$ cat src/hw/rtl/acd_pkg.sv
// Shared types, constants and the reciprocal table for the alpha color dilate block.
// No dependencies; every other file but acd_ram and acd_checker imports this package.
package acd_pkg;

	localparam int PIX_W = 32;
	localparam int WIDTH_W = 11;
	localparam int HEIGHT_W = 16;
	localparam int CFG_IDX_W = 1;
	localparam int CFG_DATA_W = 16;
	localparam int SUM_W = 12;
	localparam int CNT_W = 4;
	localparam int RECIP_W = 15;
	localparam int RECIP_SHIFT = 14;

	localparam logic [PIX_W-1:0] ALPHA_MASK = 32'hff00_0000;

	localparam logic [CFG_IDX_W-1:0] CFG_IMAGE_WIDTH = 1'b0;
	localparam logic [CFG_IDX_W-1:0] CFG_IMAGE_HEIGHT = 1'b1;

	localparam logic [WIDTH_W-1:0] WIDTH_RESET = 11'd1024;
	localparam logic [HEIGHT_W-1:0] HEIGHT_RESET = 16'd1024;

	typedef enum logic [1:0] {
		CH_0,
		CH_1,
		CH_2
	} chan_t;

	typedef struct packed {
		logic accept;
		logic load;
		logic sum;
		logic div;
		chan_t chan;
		logic put;
	} acd_cmd_t;

	typedef struct packed {
		logic emit;
		logic busy;
		logic out_free;
	} acd_sts_t;

	// ceil(2^14 / n); exact truncating division for any sum of n 8-bit channels.
	function automatic logic [RECIP_W-1:0] recip(input logic [CNT_W-1:0] n);
		logic [RECIP_W-1:0] r;
		unique case (n)
			4'd1: r = 15'd16384;
			4'd2: r = 15'd8192;
			4'd3: r = 15'd5462;
			4'd4: r = 15'd4096;
			4'd5: r = 15'd3277;
			4'd6: r = 15'd2731;
			4'd7: r = 15'd2341;
			4'd8: r = 15'd2048;
			4'd9: r = 15'd1821;
			default: r = '0;
		endcase
		return r;
	endfunction

endpackage

$ cat src/hw/rtl/acd_ctrl.sv
// Controller state machine of the alpha color dilate block.
// Depends on acd_pkg; drives the datapath through acd_cmd_t and reads acd_sts_t.
module acd_ctrl (
	input  logic               clk,
	input  logic               arst_n,
	input  logic               in_valid,
	output logic               in_ready,
	input  acd_pkg::acd_sts_t  sts,
	output acd_pkg::acd_cmd_t  cmd
);
	import acd_pkg::*;

	typedef enum logic [2:0] {
		ST_IDLE,
		ST_LOAD,
		ST_SUM,
		ST_DIV2,
		ST_DIV1,
		ST_DIV0,
		ST_PUT
	} state_t;

	state_t state_q;

	assign in_ready = (state_q == ST_IDLE) && !sts.busy;

	always_comb begin
		cmd = '0;
		cmd.chan = CH_0;
		unique case (state_q)
			ST_IDLE: cmd.accept = in_valid && in_ready;
			ST_LOAD: cmd.load = 1'b1;
			ST_SUM:  cmd.sum = 1'b1;
			ST_DIV2: begin
				cmd.div = 1'b1;
				cmd.chan = CH_2;
			end
			ST_DIV1: begin
				cmd.div = 1'b1;
				cmd.chan = CH_1;
			end
			ST_DIV0: begin
				cmd.div = 1'b1;
				cmd.chan = CH_0;
			end
			ST_PUT:  cmd.put = 1'b1;
			default: ;
		endcase
	end

	always_ff @(posedge clk or negedge arst_n) begin
		if (!arst_n) begin
			state_q <= ST_IDLE;
		end else begin
			unique case (state_q)
				ST_IDLE: begin
					if (in_valid && in_ready) begin
						state_q <= ST_LOAD;
					end
				end
				ST_LOAD: state_q <= sts.emit ? ST_SUM : ST_IDLE;
				ST_SUM:  state_q <= ST_DIV2;
				ST_DIV2: state_q <= ST_DIV1;
				ST_DIV1: state_q <= ST_DIV0;
				ST_DIV0: state_q <= ST_PUT;
				ST_PUT: begin
					if (sts.out_free) begin
						state_q <= ST_IDLE;
					end
				end
				default: state_q <= ST_IDLE;
			endcase
		end
	end
endmodule

$ cat config.mk
export PLATFORM = sky130hd
export DESIGN_NAME = acd_ctrl
export DESIGN_NICKNAME = d
export VERILOG_FILES = /design/src/hw/rtl/acd_pkg.sv /design/src/hw/rtl/acd_ctrl.sv
export SDC_FILE = /design/constraint.sdc
export NUM_CORES = 1
export LEC_CHECK = 0
export BUFFER_PORTS_ARGS = -buffer_cell sky130_fd_sc_hd__buf_2
export CAP_MARGIN = 0
export CORE_AREA = 2 2 39 41
export DETAILED_ROUTE_END_ITERATION = 7
export DIE_AREA = 0 0 41 43
export PLACE_DENSITY = 0.42
export SYNTH_ARGS = -nofsm -noshare
export SYNTH_HDL_FRONTEND = slang
export SYNTH_SLANG_ARGS = --single-unit
export TNS_END_PERCENT = 5
$ cat constraint.sdc
create_clock -name clk -period 1.4 [get_ports clk]
set_input_delay 0.28 -clock clk [delete_from_list [all_inputs] [get_ports clk]]
set_output_delay 0.28 -clock clk [all_outputs]
set_load 0.01 [all_outputs]
==> qor.yml, run 1 <==
largest_reg_flops: 3
firstDrtPassIters: 2
n_antenna_cell: 0
failed_checks: "setup timing"
place_inst: 52
ioPinCount: 14
dr_total_vias: 252
grt_setup_unrepaired: "true"
cp-end-kind: "output port"
r2r_setup_slack_ps: 390
min_to: "state_q[1]"
grt_pass1_wl_um: 807
finalSetupTns_ps: -130
min_period_ps: 1480
die-area_mm2: 0.00176
r2r-start: "state_q[1]"
clock_skew_ps: 2.13
yosysTopAreaCellShare_pct: 33.0
clock_path_buffers: 2
peakVddDrop_mv: 0.499
synth_area_leader_cell: "dfrtp_1"
final_util_pct: 28.7
cts_made_buffers: 3
maxSlewViolCount: 0
required_ps: 1120
fp.coreArea_mm2: 0.00138
start_util_pct: 16.5
cts.sinks: 3
io_buffer_count: 13
crit_fanout: 4
tritoncts: "done"
viasPerCell: 4.20
path_delay_family: "flip-flops"
die_h_um: 43
worstPathCellList: "nor4_4 -> and2_1 -> buf_2"
synth_area_um2: 228
crit_buf_inv: 1
place_congestion: 0.690
fin_crit_sh_pct: 105
hold_viol: 0
critPathMaxStageDelay_ps: 430
dpl_cell_area_um2: 307
root_buffer: "clkbuf_4"
grt.met2_usage_pct: 10.6
grt_max_degree: 10
cp_slowest_cell: "dfrtp_2"
final_cells: 60
busiest_layer: "met2"
cap_violations: 0
yosysWarnings: 0
mostFrequentLayoutCell: "buf_2"
ys_ff_latch: 3
antenna_found_initial: 0
slew_headroom_pct: 87.2
drt_wl_total_um: 583
regMostFlops: "state_q"
fin_nets: 51
syn_avg_cell_area_um2: 9.49
drtIter0Drc: 3
p_leak_uw: 0.000197
r2r_cells: 2
final_cell_area_um2: 397
synth-seq-area-share_pct: 33.0
h-tree-depth: 1
tightest_slew_ps: 190
groute.layer.met3.usage_pct: 3.14
mostFrequentLayoutCells: "13 x buf_2, 3 x nor3b_2, 3 x clkbuf_4, 3 x buf_4, 3 x dfrtp_2"
crit_type: "reg2out"
synthTopCellsByArea: "dfrtp_1 33%, nor3b_1 9.9%, nor4_4 9.3%"
syn_inst: 24
hold_path_depth: 3
grt_remaining_overflow: 0
yosysUniqueCellTypes: 16
finalPower_uw: 874
dp_hpwl_um: 384
min-delay-start: "sts[2]"
max_freq_mhz: 677
clk_pin_slew_worst_paths_ps: 40
status: "complete, but fails checks"
cp.arrival_ps: 1200
syn_to_final_growth_pct: 74.2
setup_ws_ps: -76.5
top_regs: "state_q (3)"
grt_use_total_pct: 7.65
syn-num-nets: 30
wl_per_cell_um: 9.72
drive_gt1_share_pct: 68.2
clock_latency_ps: 230
crit-reg2reg-capture: "state_q[0]"
route.detailed.drc: 0
ant_nets: 0
finalSetupViolCount: 3
p_per_area_mw_per_mm2: 2200
grt_pass1_vias: 208
hold_path.class: "in2reg"
use_met1_pct: 6.82
die_w_um: 41
core.rowCount: 14
startpoint_type: "register"
-- Yosys cell counts --
cell / count
inv_1: 2
o31a_1: 1
nand3b_1: 1
and2_1: 1
mux2i_1: 1
nor2b_1: 1
nor3_1: 1
nor4_4: 1
a21oi_1: 1
a21o_2: 1
o21a_1: 1
buf_2: 2
o21ai_0: 3
dfrtp_1: 3
nor3b_1: 3
buf_6: 1
-- metal layers --
metal	part of all wire, %	routed length, um
met1	34	200
met3	5.3	31
met2	60	351
met4	0	0
met5	0	0
-- worst reg2reg max path, stage by stage (launching register included) --
cell and delay (ps):
dfrtp_2 430, buf_4 170, o31a_1 290
-- metrics by stage --
stage | hold slack (ps) | worst slack [ps]
after floorplan | -15.6 | 114
after global placement | 79.0 | 140
after detailed placement | 79.3 | 140
after CTS | 340 | -83.5
after global routing | 367 | -130
final | 343 | -76.5
-- power breakdown --
part           internal, uW  switching [uW]
Combinational           277             222
Sequential              137            85.5
Clock                   107            45.0
-- worst max path at each step --
stage / start / end / slack (ps) / cells after the start
floorplan: state_q[0] / cmd[6] / 110 / 3
detailed placement: state_q[1] / cmd[6] / 140 / 3
finish: state_q[1] / cmd[6] / -80 / 3
CTS: state_q[1] / cmd[6] / -80 / 3
global placement: state_q[2] / cmd[0] / 140 / 3
global route: state_q[1] / cmd[6] / -130 / 3
-- area by class of cell --
type	instances	area, um2
inverters	2	7.51
repair buffers	19	120
multi-input cells	16	144
flip-flops and latches	3	78.8
fillers	147	987
clock buffers	4	26.3
well taps	16	20.0
-- what timing repair did --
action,CTS,global route
resized for setup,8,2
buffers inserted,1,2
hold endpoints to repair,3,0
setup endpoints to repair,6,8
pin swaps,3,0
hold buffers,1,0
-- cells by family (layout without fill, tap and decap cells) --
group | count (synthesis) | after routing | synth area share, %
flip-flops | 3 | 3 | 33.0
AND/OR/NAND/NOR | 8 | 8 | 30.2
multiplexers | 1 | 1 | 4.40
buffers and inverters | 5 | 25 | 12.6
AO/OA/AOI/OAI | 7 | 7 | 19.8
Power figures use the tool's default switching activity.
==> inputs of run 2 (changes only) <==
- HOLD_SLACK_MARGIN: not set -> 0.1
- PLACE_DENSITY: 0.42 -> not set
- TNS_END_PERCENT: 5 -> 50
==> run 2 against run 1 <==
Against the previous run:
- non-clock buffer count increased by 1
- hold slack gained 9.6 ps
- global-route usage increased by 1.7 points
- cell area rose by 0.63%
- routed wire length is 5.8% higher
- sequential cell count unchanged
- the run still ends with setup timing left
- largest power group unchanged
==> qor.yml, run 2 (same netlist as run 1, synthesis figures left out) <==
fin_nets: 52  # +2.0%
place_inst: 51  # -1.9%
whs_ps: 352  # +9.57 ps
h-tree-depth: 1  # unchanged
n_antenna_cell: 0  # unchanged
setup_ws_ps: -44.6  # +31.9 ps
failed_checks: "setup timing"
largest_reg_flops: 3  # unchanged
die_h_um: 43  # unchanged
grt_pass1_wl_um: 979  # +21%
tightest_slew_ps: 190  # -0.0402 ps
maxSlewViolCount: 0  # unchanged
drtIter0Drc: 3  # unchanged
antenna_found_initial: 0  # unchanged
clk_pin_slew_worst_paths_ps: 40  # about the same
fin_crit_sh_pct: 103  # -2.3 points
crit_type: "reg2out"
p_per_area_mw_per_mm2: 2190  # -0.69%
finalSetupViolCount: 3  # unchanged
mostFrequentLayoutCells: "13 x buf_2, 5 x buf_4, 3 x o21ai_0, 3 x nor3b_2, 3 x clkbuf_4"
hold_path.class: "in2reg"
die-area_mm2: 0.00176  # unchanged
r2r-start: "state_q[0]"
r2r_setup_slack_ps: 230  # -160 ps
min_period_ps: 1440  # -31.9 ps
p_leak_uw: 0.000202  # +2.6%
min-delay-start: "sts[2]"
syn_to_final_growth_pct: 75.3
final_cells: 61  # +1.7%
die_w_um: 41  # unchanged
grt_setup_unrepaired: "true"
cp-end-kind: "output port"
startpoint_type: "register"
cts.sinks: 3  # unchanged
crit_fanout: 7  # +3
ioPinCount: 14  # unchanged
viasPerCell: 4.10  # -2.4%
grt_pass1_vias: 239  # +15%
clock_skew_ps: 2.26  # +0.130 ps
r2r_cells: 4  # +2
clock_path_buffers: 2  # unchanged
tritoncts: "done"
drive_gt1_share_pct: 66.7  # -1.5 points
grt_max_degree: 11  # +1
drt_wl_total_um: 617  # +5.8%
cts_made_buffers: 3  # unchanged
place_congestion: 0.683  # -0.96%
peakVddDrop_mv: 0.549  # +10%
ant_nets: 0  # unchanged
cp.arrival_ps: 1160  # -40 ps
root_buffer: "clkbuf_4"
crit_start: "state_q[0]"
hold_viol: 0  # unchanged
firstDrtPassIters: 3  # +1
required_ps: 1120  # about the same
top_regs: "state_q (3)"
clock_latency_ps: 230  # about the same
grt_remaining_overflow: 0  # unchanged
busiest_layer: "met4"
wl_per_cell_um: 10.1  # +4.1%
grt_use_total_pct: 9.34  # +1.7 points
cap_violations: 0  # unchanged
start_util_pct: 16.5  # unchanged
finalSetupTns_ps: -100  # +29.9 ps
max_freq_mhz: 692  # +2.2%
crit_end: "cmd[3]"
route.detailed.drc: 0  # unchanged
grt.met2_usage_pct: 10.9  # +0.31 points
use_met1_pct: 9.65  # +2.8 points
fp.coreArea_mm2: 0.00138  # unchanged
slew_headroom_pct: 87.2  # about the same
dr_total_vias: 250  # -0.79%
io_buffer_count: 13  # unchanged
regMostFlops: "state_q"
place_ws_ps: 83.9  # -55.9 ps
status: "complete, but fails checks"
core.rowCount: 14  # unchanged
crit-reg2reg-capture: "state_q[2]"
groute.layer.met3.usage_pct: 5.24  # +2.1 points
mostFrequentLayoutCell: "buf_2"
## run 2: what timing repair did
action / in CTS / in global routing
hold buffers: 1 / 0
resized for setup: 5 / 2
hold endpoints to repair: 3 / 0
buffers inserted: 4 / 1
pin swaps: 2 / 1
endpoints found under the setup margin: 8 / 7
## run 2: layout make-up
| cell class | count | area [um2] |
|---|---|---|
| inverter | 2 | 7.51 |
| clock buffer | 4 | 26.3 |
| sequential | 3 | 77.6 |
| multi-input combinational | 16 | 144 |
| fill | 148 | 985 |
| tap | 16 | 20.0 |
| timing repair buffer | 20 | 124 |
## run 2: metrics by stage
stage / utilization, % / power [uW] / cell area, um2
global placement: 21.6 / 566 / 299
finish: 28.8 / 873 / 399
CTS: 27.6 / 833 / 382
detailed placement: 21.6 / 570 / 299
floorplan: - / 483 / 228
global route: 28.8 / 956 / 399
## run 2: where the power goes
| group | switching [uW] | internal, uW |
|---|---|---|
| combinational | 247 | 284 |
| sequential | 61.3 | 134 |
| clock | 39.7 | 106 |
## run 2: how the worst min path moves through the flow
| stage | end | slack (ps) | depth (start not counted) |
|---|---|---|---|
| after floorplan | state_q[0] | -20 | 0 |
| after global placement | state_q[1] | 80 | 1 |
| after detailed placement | state_q[1] | 80 | 1 |
| after CTS | state_q[2] | 340 | 3 |
| after global routing | state_q[0] | 380 | 2 |
| final | state_q[1] | 350 | 3 |
## run 2: critical path, stage by stage, from the launching register on
cell and delay (ps):
dfrtp_2 410, buf_4 170, nand3b_1 110, o21ai_0 100, buf_2 150
## run 2: routing by layer
metal  up-vias  share of wire (%)
met5         -                  0
met4         0                4.9
met3         2                4.7
met2         8                 53
met1       116                 37
li1        124                  -
==> inputs of run 3 (changes only) <==
- RECOVER_POWER: not set -> 25
- SLEW_MARGIN: not set -> 0
==> run 3 against run 2 <==
Against the previous run:
- the flow still finishes with violations (setup timing)
- routed wire length did not move
- sequential share of layout area rose by 0.061 points
- critical endpoint unchanged
- fmax did not move
- non-clock buffer count did not move
==> qor.yml, run 3 (same netlist as run 1, synthesis figures left out) <==
status: "complete, but fails checks"
failed_checks: "setup timing"
drtIter0Drc: 3  # unchanged
fin_nets: 52  # unchanged
root_buffer: "clkbuf_4"
grt_max_degree: 11  # unchanged
drive_gt1_share_pct: 64.4  # -2.2 points
viasPerCell: 4.10  # unchanged
place_congestion: 0.683  # unchanged
tightest_slew_ps: 190  # unchanged
die-area_mm2: 0.00176  # unchanged
p_leak_uw: 0.000199  # -1.4%
ioPinCount: 14  # unchanged
final.fill_count: 148  # unchanged
cell_internal_pwr_uw: 525  # about the same
p_per_area_mw_per_mm2: 2190  # +0.27%
groute.layer.met3.usage_pct: 5.24  # unchanged
grt_pass1_vias: 239  # unchanged
regMostFlops: "state_q"
io_buffer_count: 13  # unchanged
final_cells: 61  # unchanged
route.detailed.drc: 0  # unchanged
die_h_um: 43  # unchanged
top_regs: "state_q (3)"
finalSetupViolCount: 3  # unchanged
hold_viol: 0  # unchanged
drt_wl_total_um: 617  # unchanged
slew_headroom_pct: 87.2  # unchanged
power.share.switching_pct: 39.9  # about the same
grt.met2_usage_pct: 10.9  # unchanged
clkPwrFrac_pct: 16.7  # about the same
die_w_um: 41  # unchanged
setup_ws_ps: -44.6  # unchanged
start_util_pct: 16.5  # unchanged
finalPower_uw: 873  # about the same
grt_setup_unrepaired: "true"
startpoint_type: "register"
cap_violations: 0  # unchanged
n_antenna_cell: 0  # unchanged
grt_remaining_overflow: 0  # unchanged
firstDrtPassIters: 3  # unchanged
p_seq_share_pct: 22.4  # about the same
crit_fanout: 7  # unchanged
multi_input_area_um2: 144  # unchanged
cts.sinks: 3  # unchanged
peakVddDrop_mv: 0.549  # about the same
fin_crit_sh_pct: 103  # unchanged
h-tree-depth: 1  # unchanged
mostFrequentLayoutCell: "buf_2"
cp-end-kind: "output port"
syn_to_final_growth_pct: 74.7
clock_latency_ps: 230  # about the same
dr_total_vias: 250  # unchanged
antenna_found_initial: 0  # unchanged
busiest_layer: "met4"
min_period_ps: 1440  # unchanged
comb_power_share_pct: 60.8  # about the same
core.rowCount: 14  # unchanged
clk_pin_slew_worst_paths_ps: 40  # about the same
required_ps: 1120  # about the same
largest_reg_flops: 3  # unchanged
grt_pass1_wl_um: 979  # unchanged
wl_per_cell_um: 10.1  # unchanged
place_inst: 51  # unchanged
fp.coreArea_mm2: 0.00138  # unchanged
netSwitchingPower_uw: 348  # about the same
tritoncts: "done"
clock_path_buffers: 2  # unchanged
maxSlewViolCount: 0  # unchanged
grt_use_total_pct: 9.34  # unchanged
cp.arrival_ps: 1160  # about the same
cts_made_buffers: 3  # unchanged
seq_area_um2: 77.6  # unchanged
ant_nets: 0  # unchanged
clock_skew_ps: 2.26  # unchanged
crit_type: "reg2out"
mostFrequentLayoutCells: "12 x buf_2, 5 x buf_4, 3 x o21ai_0, 3 x nor3b_2, 3 x clkbuf_4"
hold_path.class: "in2reg"
max_freq_mhz: 692  # unchanged
use_met1_pct: 9.65  # unchanged
-- run 3: cell count changes in the layout (fill, tap and decap cells not counted) --
cell,before,now
clkbuf_1,1,2
buf_2,13,12
-- run 3: worst paths after layout --
| kind | cells past startpoint | start | slack [ps] | endpoint |
|---|---|---|---|---|
| max | 4 | state_q[0] | -40 | cmd[3] |
| min | 3 | sts[2] | 350 | state_q[1] |
| max reg2reg | 4 | state_q[0] | 230 | state_q[2] |
| min reg2reg | 2 | state_q[1] | 670 | state_q[1] |
| max in group asynchronous | 2 | arst_n | 840 | state_q[2] |
| min in group asynchronous | 2 | arst_n | 390 | state_q[0] |
-- run 3: metrics by stage --
step	hold WS (ps)	instance area [um2]	worst slack [ps]	util, %	setup TNS, ps
final	352	398	-44.6	28.8	-100
after global routing	379	398	-107	28.8	-419
after CTS	341	382	-54.1	27.6	-118
after detailed placement	78.5	299	83.9	21.6	0
after global placement	76.2	299	112	21.6	0
after floorplan	-15.6	228	114	-	0
-- run 3: worst max-delay path, stage by stage (launching register included) --
cell and delay (ps):
dfrtp_2 410, buf_4 170, nand3b_1 110, o21ai_0 100, buf_2 150
-- run 3: area by class of cell --
class                      instances  area share (%)
multi-input combinational         16            36.2
timing repair buffer              20            30.8
sequential                         3            19.5
clock buffer                       4            6.60
tap                               16            5.03
inverter                           2            1.89
-- run 3: metal layers --
metal  up-vias  wire length, um
met5         -                0
met4         0               30
met2         8              327
li1        124                -
met1       116              229
met3         2               29
-- run 3: power by group through the flow --
stage / clock network, uW / registers [uW] / logic (uW)
after floorplan: 0 / 148 / 335
after global placement: 0 / 215 / 351
after detailed placement: 0 / 217 / 353
after CTS: 154 / 193 / 486
after global routing: 163 / 201 / 591
final: 146 / 196 / 531
-- run 3: repair_timing --
item | CTS | global route
endpoints found under the hold margin | 3 | 0
gates resized for setup | 5 | 2
buffers inserted | 4 | 1
hold buffers | 1 | 0
setup endpoints to repair | 8 | 7
pin swaps | 2 | 1
